### src/design/tbcd_pkg.sv
// shared constants, register codes and transaction types of the burst coincidence detector
package tbcd_pkg;

   localparam int MAX_HITS     = 16;
   localparam int HIST_IDX_W   = $clog2(MAX_HITS);
   localparam int REQ_USED_W   = $clog2(MAX_HITS + 1);

   localparam int TIME_W       = 48;
   localparam int CHUNK_W      = 16;
   localparam int BITS_W       = 16;
   localparam int CNT_W        = 32;
   localparam int REQ_W        = 5;

   localparam int CSR_IDX_W    = 2;
   localparam int CSR_DATA_W   = 48;

   localparam logic [CSR_IDX_W-1:0] CSR_TRIGGER_MASK  = 2'd0;
   localparam logic [CSR_IDX_W-1:0] CSR_WINDOW_TICKS  = 2'd1;
   localparam logic [CSR_IDX_W-1:0] CSR_HITS_REQUIRED = 2'd2;

   localparam logic [BITS_W-1:0] RESET_TRIGGER_MASK  = 16'd2;
   localparam logic [TIME_W-1:0] RESET_WINDOW_TICKS  = 48'd50000000;
   localparam logic [REQ_W-1:0]  RESET_HITS_REQUIRED = 5'd2;

   localparam logic [CNT_W-1:0]  CNT_MAX = {CNT_W{1'b1}};

   localparam int QUEUE_DEPTH  = 2;
   localparam int QUEUE_PTR_W  = $clog2(QUEUE_DEPTH);
   localparam int QUEUE_CNT_W  = $clog2(QUEUE_DEPTH + 1);

   typedef struct packed {
      logic              matched;
      logic [TIME_W-1:0] stamp;
   } hit_item_type;

   typedef struct packed {
      logic             matched;
      logic             candidate;
      logic [CNT_W-1:0] hit_count;
      logic [CNT_W-1:0] candidate_count;
   } result_type;

   typedef struct packed {
      logic [TIME_W-1:0] window_ticks;
      logic [REQ_W-1:0]  hits_required;
   } back_cfg_type;

   typedef struct packed {
      logic empty;
      logic pop;
   } queue_ctrl_type;

endpackage

### src/design/tbcd_front.sv
// front end: takes trigger records, checks the mask and packs the timestamp
module tbcd_front (
   input  logic                            req_push,
   output logic                            req_full,
   input  logic [tbcd_pkg::BITS_W-1:0]     req_trigger_bits,
   input  logic [tbcd_pkg::CHUNK_W-1:0]    req_time_high,
   input  logic [tbcd_pkg::CHUNK_W-1:0]    req_time_mid,
   input  logic [tbcd_pkg::CHUNK_W-1:0]    req_time_low,
   input  logic [tbcd_pkg::BITS_W-1:0]     trigger_mask,
   input  logic                            queue_full,
   output logic                            queue_push,
   output tbcd_pkg::hit_item_type          queue_item
);
   import tbcd_pkg::*;

   assign req_full   = queue_full;
   assign queue_push = req_push && !queue_full;

   // a zero mask lets every record through
   assign queue_item.matched = ((req_trigger_bits & trigger_mask) == trigger_mask);
   assign queue_item.stamp   = {req_time_high, req_time_mid, req_time_low};

endmodule

### src/design/tbcd_queue.sv
// short queue of classified records between the front end and the back end
module tbcd_queue (
   input  logic                       clock,
   input  logic                       reset,
   input  logic                       push,
   input  tbcd_pkg::hit_item_type     push_item,
   output logic                       full,
   input  logic                       pop,
   output tbcd_pkg::queue_ctrl_type   status,
   output tbcd_pkg::hit_item_type     head_item
);
   import tbcd_pkg::*;

   hit_item_type           mem [QUEUE_DEPTH];
   logic [QUEUE_PTR_W-1:0] wr_ptr_ff, wr_ptr_in;
   logic [QUEUE_PTR_W-1:0] rd_ptr_ff, rd_ptr_in;
   logic [QUEUE_CNT_W-1:0] count_ff, count_in;
   logic                   do_push;
   logic                   do_pop;

   assign full         = (count_ff == QUEUE_CNT_W'(QUEUE_DEPTH));
   assign status.empty = (count_ff == '0);
   assign status.pop   = do_pop;
   assign do_push      = push && !full;
   assign do_pop       = pop && !status.empty;
   assign head_item    = mem[rd_ptr_ff];

   always_comb begin
      wr_ptr_in = wr_ptr_ff;
      rd_ptr_in = rd_ptr_ff;
      if (do_push) begin
         wr_ptr_in = (wr_ptr_ff == QUEUE_PTR_W'(QUEUE_DEPTH - 1)) ? '0 : wr_ptr_ff + 1'b1;
      end
      if (do_pop) begin
         rd_ptr_in = (rd_ptr_ff == QUEUE_PTR_W'(QUEUE_DEPTH - 1)) ? '0 : rd_ptr_ff + 1'b1;
      end
      unique case ({do_push, do_pop})
         2'b10:   count_in = count_ff + 1'b1;
         2'b01:   count_in = count_ff - 1'b1;
         default: count_in = count_ff;
      endcase
   end

   always_ff @(posedge clock) begin
      if (reset) begin
         wr_ptr_ff <= '0;
         rd_ptr_ff <= '0;
         count_ff  <= '0;
      end else begin
         wr_ptr_ff <= wr_ptr_in;
         rd_ptr_ff <= rd_ptr_in;
         count_ff  <= count_in;
      end
   end

   always_ff @(posedge clock) begin
      if (do_push) begin
         mem[wr_ptr_ff] <= push_item;
      end
   end

endmodule

### src/design/tbcd_back.sv
// back end: hit history, window test, saturating counters and result buffer
module tbcd_back (
   input  logic                            clock,
   input  logic                            reset,
   input  tbcd_pkg::back_cfg_type          cfg,
   input  tbcd_pkg::queue_ctrl_type        queue_status,
   input  tbcd_pkg::hit_item_type          item,
   output logic                            queue_pop,
   output logic                            rsp_empty,
   input  logic                            rsp_pop,
   output tbcd_pkg::result_type            rsp_item
);
   import tbcd_pkg::*;

   logic [TIME_W-1:0]      hist_ff [MAX_HITS];
   logic [TIME_W-1:0]      hist_in [MAX_HITS];
   logic [CNT_W-1:0]       hits_ff, hits_in;
   logic [CNT_W-1:0]       bursts_ff, bursts_in;
   logic [CNT_W-1:0]       hits_inc;
   logic [CNT_W-1:0]       bursts_inc;
   logic [REQ_USED_W-1:0]  req_used;
   logic [HIST_IDX_W-1:0]  oldest_sel;
   logic [TIME_W-1:0]      oldest;
   logic [TIME_W:0]        span;
   logic                   in_window;
   logic                   candidate;
   logic                   take;
   result_type             result;

   result_type             out_mem [QUEUE_DEPTH];
   logic [QUEUE_PTR_W-1:0] out_wr_ff, out_wr_in;
   logic [QUEUE_PTR_W-1:0] out_rd_ff, out_rd_in;
   logic [QUEUE_CNT_W-1:0] out_cnt_ff, out_cnt_in;
   logic                   out_pop;

   assign take      = !queue_status.empty && (out_cnt_ff != QUEUE_CNT_W'(QUEUE_DEPTH));
   assign queue_pop = take;

   always_comb begin
      if (cfg.hits_required < REQ_W'(2)) begin
         req_used = REQ_USED_W'(2);
      end else if (32'(cfg.hits_required) > MAX_HITS) begin
         req_used = REQ_USED_W'(MAX_HITS);
      end else begin
         req_used = REQ_USED_W'(cfg.hits_required);
      end
   end

   // after the shift the oldest compared hit sits one place further back
   assign oldest_sel = HIST_IDX_W'(req_used - REQ_USED_W'(2));
   assign oldest     = hist_ff[oldest_sel];
   assign span       = {1'b0, item.stamp} - {1'b0, oldest};
   // time running backwards counts as inside the window
   assign in_window  = span[TIME_W] || (span[TIME_W-1:0] <= cfg.window_ticks);

   assign hits_inc   = (hits_ff == CNT_MAX) ? hits_ff : hits_ff + 1'b1;
   assign bursts_inc = (bursts_ff == CNT_MAX) ? bursts_ff : bursts_ff + 1'b1;
   assign candidate  = item.matched && (hits_inc >= CNT_W'(req_used)) && in_window;

   always_comb begin
      hits_in   = hits_ff;
      bursts_in = bursts_ff;
      hist_in   = hist_ff;
      if (take && item.matched) begin
         hits_in    = hits_inc;
         hist_in[0] = item.stamp;
         for (int i = 1; i < MAX_HITS; i++) begin
            hist_in[i] = hist_ff[i-1];
         end
         if (candidate) begin
            bursts_in = bursts_inc;
         end
      end
   end

   always_comb begin
      result.matched         = item.matched;
      result.candidate       = candidate;
      result.hit_count       = hits_in;
      result.candidate_count = bursts_in;
   end

   always_ff @(posedge clock) begin
      if (reset) begin
         hits_ff   <= '0;
         bursts_ff <= '0;
      end else begin
         hits_ff   <= hits_in;
         bursts_ff <= bursts_in;
      end
   end

   // history has no reset: entries are only read once that many hits are in
   always_ff @(posedge clock) begin
      hist_ff <= hist_in;
   end

   // result buffer
   assign rsp_empty = (out_cnt_ff == '0);
   assign out_pop   = rsp_pop && !rsp_empty;
   assign rsp_item  = out_mem[out_rd_ff];

   always_comb begin
      out_wr_in = out_wr_ff;
      out_rd_in = out_rd_ff;
      if (take) begin
         out_wr_in = (out_wr_ff == QUEUE_PTR_W'(QUEUE_DEPTH - 1)) ? '0 : out_wr_ff + 1'b1;
      end
      if (out_pop) begin
         out_rd_in = (out_rd_ff == QUEUE_PTR_W'(QUEUE_DEPTH - 1)) ? '0 : out_rd_ff + 1'b1;
      end
      unique case ({take, out_pop})
         2'b10:   out_cnt_in = out_cnt_ff + 1'b1;
         2'b01:   out_cnt_in = out_cnt_ff - 1'b1;
         default: out_cnt_in = out_cnt_ff;
      endcase
   end

   always_ff @(posedge clock) begin
      if (reset) begin
         out_wr_ff  <= '0;
         out_rd_ff  <= '0;
         out_cnt_ff <= '0;
      end else begin
         out_wr_ff  <= out_wr_in;
         out_rd_ff  <= out_rd_in;
         out_cnt_ff <= out_cnt_in;
      end
   end

   always_ff @(posedge clock) begin
      if (take) begin
         out_mem[out_wr_ff] <= result;
      end
   end

   a_bursts_within_hits: assert property (@(posedge clock) disable iff (reset)
      bursts_ff <= hits_ff)
      else $error("candidate count ran ahead of hit count");

   a_hits_monotonic: assert property (@(posedge clock) disable iff (reset)
      !$past(reset) |-> hits_ff >= $past(hits_ff))
      else $error("hit count went backwards");

   a_candidate_on_hit: assert property (@(posedge clock) disable iff (reset)
      take && !item.matched |=> hits_ff == $past(hits_ff) && bursts_ff == $past(bursts_ff))
      else $error("counters moved on a non-matching transaction");

   a_buffer_bound: assert property (@(posedge clock) disable iff (reset)
      out_cnt_ff <= QUEUE_CNT_W'(QUEUE_DEPTH))
      else $error("result buffer overfilled");

   a_queue_pop_seen: assert property (@(posedge clock) disable iff (reset)
      queue_status.pop == take)
      else $error("queue pop does not follow the back end take");

endmodule

### src/design/trigger_burst_coincidence_detector_unit.sv
// burst coincidence detector: one result per record; with empty queues a record accepted
// goes into the input queue, then its result into the result buffer, shown on the rsp ports to pop.
// one record per cycle sustained while the result buffer is not full, set by the history shift plus
// 48-bit window subtract and compare in the back end; a full result buffer stalls takes until a pop.
// reset (synchronous): registers to their defaults, counters and queues cleared;
// the hit history is not cleared and needs no clearing pass.
module trigger_burst_coincidence_detector_unit (
   input  logic                            clock,
   input  logic                            reset,
   input  logic                            req_push,
   output logic                            req_full,
   input  logic [tbcd_pkg::BITS_W-1:0]     req_trigger_bits,
   input  logic [tbcd_pkg::CHUNK_W-1:0]    req_time_high,
   input  logic [tbcd_pkg::CHUNK_W-1:0]    req_time_mid,
   input  logic [tbcd_pkg::CHUNK_W-1:0]    req_time_low,
   output logic                            rsp_empty,
   input  logic                            rsp_pop,
   output logic                            rsp_matched,
   output logic                            rsp_candidate,
   output logic [tbcd_pkg::CNT_W-1:0]      rsp_hit_count,
   output logic [tbcd_pkg::CNT_W-1:0]      rsp_candidate_count,
   input  logic                            csr_write,
   input  logic [tbcd_pkg::CSR_IDX_W-1:0]  csr_index,
   input  logic [tbcd_pkg::CSR_DATA_W-1:0] csr_wdata
);
   import tbcd_pkg::*;

   logic [BITS_W-1:0] trigger_mask_ff, trigger_mask_in;
   logic [TIME_W-1:0] window_ticks_ff, window_ticks_in;
   logic [REQ_W-1:0]  hits_required_ff, hits_required_in;

   logic              queue_full;
   logic              queue_push;
   hit_item_type      queue_item;
   hit_item_type      head_item;
   queue_ctrl_type    queue_status;
   logic              queue_pop;
   back_cfg_type      back_cfg;
   result_type        rsp_item;

   always_comb begin
      trigger_mask_in  = trigger_mask_ff;
      window_ticks_in  = window_ticks_ff;
      hits_required_in = hits_required_ff;
      if (csr_write) begin
         unique case (csr_index)
            CSR_TRIGGER_MASK:  trigger_mask_in  = csr_wdata[BITS_W-1:0];
            CSR_WINDOW_TICKS:  window_ticks_in  = csr_wdata[TIME_W-1:0];
            CSR_HITS_REQUIRED: hits_required_in = csr_wdata[REQ_W-1:0];
            default: ;
         endcase
      end
   end

   always_ff @(posedge clock) begin
      if (reset) begin
         trigger_mask_ff  <= RESET_TRIGGER_MASK;
         window_ticks_ff  <= RESET_WINDOW_TICKS;
         hits_required_ff <= RESET_HITS_REQUIRED;
      end else begin
         trigger_mask_ff  <= trigger_mask_in;
         window_ticks_ff  <= window_ticks_in;
         hits_required_ff <= hits_required_in;
      end
   end

   assign back_cfg.window_ticks  = window_ticks_ff;
   assign back_cfg.hits_required = hits_required_ff;

   tbcd_front u_front (
      .req_push         (req_push),
      .req_full         (req_full),
      .req_trigger_bits (req_trigger_bits),
      .req_time_high    (req_time_high),
      .req_time_mid     (req_time_mid),
      .req_time_low     (req_time_low),
      .trigger_mask     (trigger_mask_ff),
      .queue_full       (queue_full),
      .queue_push       (queue_push),
      .queue_item       (queue_item)
   );

   tbcd_queue u_queue (
      .clock     (clock),
      .reset     (reset),
      .push      (queue_push),
      .push_item (queue_item),
      .full      (queue_full),
      .pop       (queue_pop),
      .status    (queue_status),
      .head_item (head_item)
   );

   tbcd_back u_back (
      .clock        (clock),
      .reset        (reset),
      .cfg          (back_cfg),
      .queue_status (queue_status),
      .item         (head_item),
      .queue_pop    (queue_pop),
      .rsp_empty    (rsp_empty),
      .rsp_pop      (rsp_pop),
      .rsp_item     (rsp_item)
   );

   assign rsp_matched         = rsp_item.matched;
   assign rsp_candidate       = rsp_item.candidate;
   assign rsp_hit_count       = rsp_item.hit_count;
   assign rsp_candidate_count = rsp_item.candidate_count;

endmodule

### config.mk
export PLATFORM = sky130hd
export DESIGN_NAME = trigger_burst_coincidence_detector_unit
export DESIGN_NICKNAME = d
export VERILOG_FILES = /design/src/design/tbcd_pkg.sv /design/src/design/tbcd_front.sv /design/src/design/tbcd_queue.sv /design/src/design/tbcd_back.sv /design/src/design/trigger_burst_coincidence_detector_unit.sv
export SDC_FILE = /design/constraint.sdc
export NUM_CORES = 2
export LEC_CHECK = 0
export BUFFER_PORTS_ARGS = -buffer_cell sky130_fd_sc_hd__buf_2
export CAP_MARGIN = 30
export CORE_MARGIN = 5
export CORE_UTILIZATION = 35
export CTS_CLUSTER_DIAMETER = 200
export DETAILED_ROUTE_END_ITERATION = 7
export PLACE_DENSITY_LB_ADDON = 0.25
export SYNTH_ARGS = -nofsm -noshare
export SYNTH_HDL_FRONTEND = slang
export SYNTH_SLANG_ARGS = --single-unit
### constraint.sdc
create_clock -name clock -period 33.7 [get_ports clock]
set_clock_uncertainty 0.1 [all_clocks]
set_input_delay 5.055 -clock clock [delete_from_list [all_inputs] [get_ports clock]]
set_output_delay 5.055 -clock clock [all_outputs]
set_load 0.02 [all_outputs]
* Word level (Yosys, flattened, before mapping) *
Memories as Yosys holds them, arrays and structs flattened. A register that Yosys moved wholly into a read port is not among the register bits.
Cells that the tools add are included.

operators by class
  order comparisons = 5
  add/sub/neg operators = 12
  equality and inequality tests = 11
  reductions and logical operators = 20
  multiplexer cells = 24
  bitwise logic cells = 2

operators with widths
  cell                                                                           number
  48-bit binary-select mux with 4-bit select                                     1
  32-bit 2-to-1 mux                                                              5
  48-bit 2-to-1 mux                                                              2
  32-bit by 1-bit adder with 32-bit output (second input constant)               2
  32-bit equality test (second input constant)                                   2
  48-bit by 48-bit subtractor with 49-bit output                                 1
  48-bit less-or-equal comparator                                                1
  32-bit by 5-bit greater-or-equal comparator with 1-bit output                  1
  16-bit AND                                                                     1
  16-bit equality test                                                           1
  1-bit 2-to-1 mux                                                               12
  5-bit 2-to-1 mux                                                               2
  2-bit equality test (second input constant)                                    4
  1-bit logical AND                                                              8
  2-bit one-hot mux with 2 select lines                                          2
  2-bit by 1-bit equality test with 1-bit output (second input constant)         3
  2-bit zero test                                                                3
  2-bit AND reduction                                                            3
  5-bit greater-or-equal comparator (second input constant)                      1
  5-bit > comparator (second input constant)                                     1
  5-bit by 2-bit less-than comparator with 1-bit output (second input constant)  1
  4-bit inverter with 5-bit output                                               1
  1-bit adder (second input constant)                                            4
  2-bit by 1-bit adder with 2-bit output (second input constant)                 2
  other kinds (6)                                                                10

storage, ports and cells
  bits in registers = 909
  bits of input ports = 119
  memories kept = 2
  memory bits (writable) = 230
  output and inout port bits = 68

memories
  name            words  bits a word  rd ports  clocked after Yosys merged registers in  write ports  RTL line          text
  u_back.out_mem  2      66           1         1                                        1            tbcd_back.sv:30   result_type out_mem [QUEUE_DEPTH];
  u_queue.mem     2      49           1         1                                        1            tbcd_queue.sv:14  hit_item_type mem [QUEUE_DEPTH];

* Longest topological paths before layout *
  depth after elaboration = 14
  mapped depth = 40
  gate-level depth less buffers = 35

* By module *
From an unflattened synthesis, not the netlist that was laid out.

second synthesis, totals
  cell total of the unflattened synthesis = 2,947
  area total of the unflattened synthesis = 49,142.1 um^2

by module, submodules not included
  module                                   area an instance (um^2)  instances  cells an instance
  tbcd_back                                41,932.7                 1          2,410
  tbcd_queue                               3,753.6                  1          179
  trigger_burst_coincidence_detector_unit  2,944.1                  1          287
  tbcd_front                               511.7                    1          71

* Least setup slack after synthesis *
OpenSTA, ideal clock, no wires.

  path type = reg-to-reg
  start = reg u_back.out_cnt_ff[0]
  end = mem u_back.out_mem[0][47] in the netlist's numbering, data pin
  setup time = 0.269 ns
  path slack = 13.739 ns
  cell stages (with the launch flop) = 9
  arrival time = 19.591 ns
  path buffers = 0
  cell sequence = dfxtp_1 -> o22ai_1 -> inv_1 -> nand2_1 -> inv_1 -> nand2_1 -> nor2_1 -> nand3_1 -> xnor2_1

on the way
  longest elaborated chain between the ends = 4

RTL lines
  what                          RTL line                                       text
  start: declaration            tbcd_back.sv:33                                logic [QUEUE_CNT_W-1:0] out_cnt_ff, out_cnt_in;
  start signal: assignment      tbcd_back.sv:127                               out_cnt_ff <= out_cnt_in;
  2-bit inequality test         tbcd_back.sv:36                                assign take = !queue_status.empty && (out_cnt_ff != QUEUE_CNT_W'(QUEUE_DEPTH));
  1-bit logical AND             tbcd_back.sv:36
  named net queue_pop           trigger_burst_coincidence_detector_unit.sv:37  logic queue_pop;
  1-bit logical AND             tbcd_back.sv:64                                if (take && item.matched) begin
  32-bit 2-to-1 mux             tbcd_back.sv:64
  named net u_back.hits_in[15]  tbcd_back.sv:17                                logic [CNT_W-1:0] hits_ff, hits_in;
  end: declaration              tbcd_back.sv:30

The timed path passes the listed nets, and every way through them passes these cells.

* Worst setup path in the final report *
  start = reg hits_required_ff[4]
  end = reg u_back.bursts_ff[18]

on the way
  longest elaborated chain between the ends = 14

RTL lines
  what                                                    RTL line                                       text
  start: declaration                                      trigger_burst_coincidence_detector_unit.sv:30  logic [REQ_W-1:0] hits_required_ff, hits_required_in;
  start signal: assignment                                trigger_burst_coincidence_detector_unit.sv:63  hits_required_ff <= hits_required_in;
  5-bit > comparator                                      tbcd_back.sv:42                                end else if (32'(cfg.hits_required) > MAX_HITS) begin
  5-bit 2-to-1 mux                                        tbcd_back.sv:42
  5-bit 2-to-1 mux *                                      tbcd_back.sv:40                                if (cfg.hits_required < REQ_W'(2)) begin
  4-bit by 2-bit subtractor with 4-bit output             tbcd_back.sv:50                                assign oldest_sel = HIST_IDX_W'(req_used - REQ_USED_W'(2));
  4-bit inverter with 5-bit output (not written as such)  tbcd_back.sv:51                                assign oldest = hist_ff[oldest_sel];
  48-bit binary-select mux with 4-bit select              tbcd_back.sv:51
  48-bit 2-to-1 mux (not written as such) (2 in series)   tbcd_back.sv:51
  48-bit by 48-bit subtractor with 49-bit output          tbcd_back.sv:52                                assign span = {1'b0, item.stamp} - {1'b0, oldest};
  48-bit less-or-equal comparator                         tbcd_back.sv:54                                assign in_window = span[TIME_W] || (span[TIME_W-1:0] <= cfg.window_ticks);
  1-bit logical OR                                        tbcd_back.sv:54
  1-bit logical AND *                                     tbcd_back.sv:58                                assign candidate = item.matched && (hits_inc >= CNT_W'(req_used)) && in_window;
  32-bit 2-to-1 mux *                                     tbcd_back.sv:70                                if (candidate) begin
  32-bit 2-to-1 mux *                                     tbcd_back.sv:64
  end signal: assignment                                  tbcd_back.sv:89                                bursts_ff <= bursts_in;
  end: declaration                                        tbcd_back.sv:18                                logic [CNT_W-1:0] bursts_ff, bursts_in;

Every way passes the cells marked *; elsewhere a longest branch is shown, timed or not. The select of a mux whose other input is x is not followed.
A chain may end at the register's enable or synchronous reset.

==> reports/results.tsv <==
metric	value	unit
max_slew_margin	0.171	
hold_viol	0	
post-route-min-period	10.55	ns
ys_seq_elements	1141	
slew_viol_final	0	
outcome	finished, final reports clean	
die_h	386	microns
hp-start	u_back.hist_ff[292]	
clk-insertion-delay-late	0.75	ns
cts_setup_buffers	0	
layout.nets	4286	
p_per_area	85.9	mW/mm^2
hold_buffers	0	
grt_max_degree	208	
syn_nets	4177	
peakVddDrop	54.9	uV
start_kind	flip-flop	
end_kind	flip-flop	
antenna_found_initial	14	
die_area	0.149	sq mm
wirelength	122000	microns
crit_required	34.23	ns
die_w	386	microns
cts_max_path_buffers	3	
critPathArrivalTime	11.08	ns
fmax	0.0948	GHz
ios	187	
startpoint	hits_required_ff[4]	
cts.sinks	1141	
tns	0	ns
crit_top_cell	o21ai_0	
cap_violations	0	
grt.total_usage	0.159	
start_util	0.351	
whs	0.328	ns
h-tree-depth	3	
cpPeakStageDelay	0.94	ns
routed_via_density	5.21	
clk_pin_slew	0.06	ns
hold_class	reg -> reg	
grt_overflow_total	0	
yosysWarnings	0	
grt_pass1_vias	30600	
synth_edf_count	998	
p_leak	19.8	nW
finalCritPeriodShare	0.313	
dp_hpwl	75600	microns
via_count	31600	
yosys.cell_types.count	72	
finalSetupViolCount	0	
rsz0062_at_grt	false	
crit_type	reg -> reg	
power.total	4.85	mW
cts_tree	built	
root_buffer	clkbuf_16	
r2r-start	hits_required_ff[4]	
area_delta_synth_final	14.0	%
rows	138	
synthFlopType	edfxtp_1	
avgSynthCellArea	12.5	sq um
initialDrtViolationCount	2485	
syn_area	0.0495	sq mm
fill_cells	13400	
mostFrequentLayoutCells	edfxtp_1 (998), nand2_1 (579), nor2_1 (429), buf_2 (186), a21oi_1 (161)	
gp_congestion	0.842	
grt_pass1_wl	186000	microns
drt_pre_antenna_iters	6	
finalNonFillerCells	6059	
ctsResizeCount	0	
core	0.141	sq mm
wl_per_cell	20.2	microns
drtAntennaViolNets	0	
crit_fanout	92	
ys_seq_area_frac	0.664	
async_flop_share	0	
drive_gt1_frac	0.140	
route.detailed.drc	0	
final_common_cell	edfxtp_1	
cts_buffers	118	
port_buffers	186	
syn_inst	3951	
crit_slowest_cell	o41ai_1	
worst_slew_pin_slew	1.24	ns
dp.cells	5826	
## power by group
part | leakage [nW] | total [mW] | internal (mW) | switching, mW
clock | 1.91 | 1.31 | 0.745 | 0.565
combinational | 7.53 | 1.31 | 0.460 | 0.848
sequential | 10.4 | 2.23 | 2.07 | 0.163
## Yosys cell counts, drive strengths merged (25+ instances only)
| cell | n | area share |
|---|---|---|
| nand2 | 579 | 0.044 |
| dfxtp | 143 | 0.058 |
| inv | 83 | 0.0063 |
| clkbuf | 203 | 0.015 |
| nor3 | 25 | 0.0031 |
| edfxtp | 998 | 0.61 |
| and3 | 33 | 0.0046 |
| xor2 | 49 | 0.0087 |
| nor2 | 434 | 0.033 |
| o211ai | 55 | 0.0086 |
| a31oi | 55 | 0.0070 |
| buf | 39 | 0.0032 |
| nor2b | 73 | 0.0092 |
| ha | 106 | 0.027 |
| mux2 | 142 | 0.033 |
| nand4 | 26 | 0.0034 |
| a21oi | 161 | 0.016 |
| o21ai | 42 | 0.0042 |
| nand3 | 101 | 0.010 |
| a311oi | 139 | 0.025 |
| a211oi | 145 | 0.022 |
| xnor2 | 77 | 0.014 |
| a21o | 76 | 0.012 |
## area by class of cell
class	instances	area, sq um	area share
Antenna cell	7	17.5	0.000311
Clock buffer	144	3080	0.0546
Clock inverter	78	791	0.0140
Inverter	83	332	0.00588
Multi-Input combinational cell	2485	15500	0.275
Sequential cell	1141	32800	0.582
Tap cell	1890	2360	0.0419
Timing Repair Buffer	231	1480	0.0263
## path summary, 6_finish.rpt
| check | end | slack, ns | depth (start not counted) |
|---|---|---|---|
| max | u_back.bursts_ff[18] | 23.15 | 33 |
| min | u_back.hist_ff[244] | 0.33 | 0 |
| max reg2reg | u_back.bursts_ff[18] | 23.15 | 33 |
| min reg2reg | u_back.hist_ff[244] | 0.33 | 0 |
## critical path, delay by kind of cell (launching register included)
kind            cells  cell delay [ns]
compound gates     11             3.33
simple gates       11             2.59
buf+inv             4             1.34
fa+ha+maj           4             1.01
xor+xnor            2             0.86
flops               1             0.82
mux                 1             0.29
## cells by family after synthesis
kind of cell | count (synthesis) | share of synthesized area
xor gates and xnor gates | 126 | 0.0223
muxes | 164 | 0.0371
buffers and inverters | 325 | 0.0249
adders and majority gates | 107 | 0.0272
DFF | 1141 | 0.664
and+or+nand+nor | 1327 | 0.116
AOI/OAI and AO/OA | 761 | 0.109
## through the flow
stage	area (sq um)	setup slack (ns)	utilization
after floorplan	49500	13.74	-
after global placement	52300	22.89	0.370
after detailed placement	52400	23.11	0.372
after CTS	56300	23.07	0.399
after global routing	56400	22.45	0.400
final	56400	23.15	0.400
## state kept, by name, indices dropped and copies added, names as in the netlist, named ones only
signal and cells:
hits_required_ff 5, trigger_mask_ff 16, u_back.bursts_ff 32, u_back.hist_ff 768, u_back.hits_ff 32, u_back.out_cnt_ff 2
u_back.out_mem 132, u_back.out_rd_ff 1, u_back.out_wr_ff 1, u_queue.count_ff 2, u_queue.mem 98, u_queue.rd_ptr_ff 1
u_queue.wr_ptr_ff 1, window_ticks_ff 48
## routing by layer
layer / part of all wire / global-route usage
met5: 0.00019 / 0
met4: 0.025 / 0.0514
met3: 0.060 / 0.0310
met2: 0.45 / 0.245
met1: 0.46 / 0.227
(Power assumes the default switching activity.)
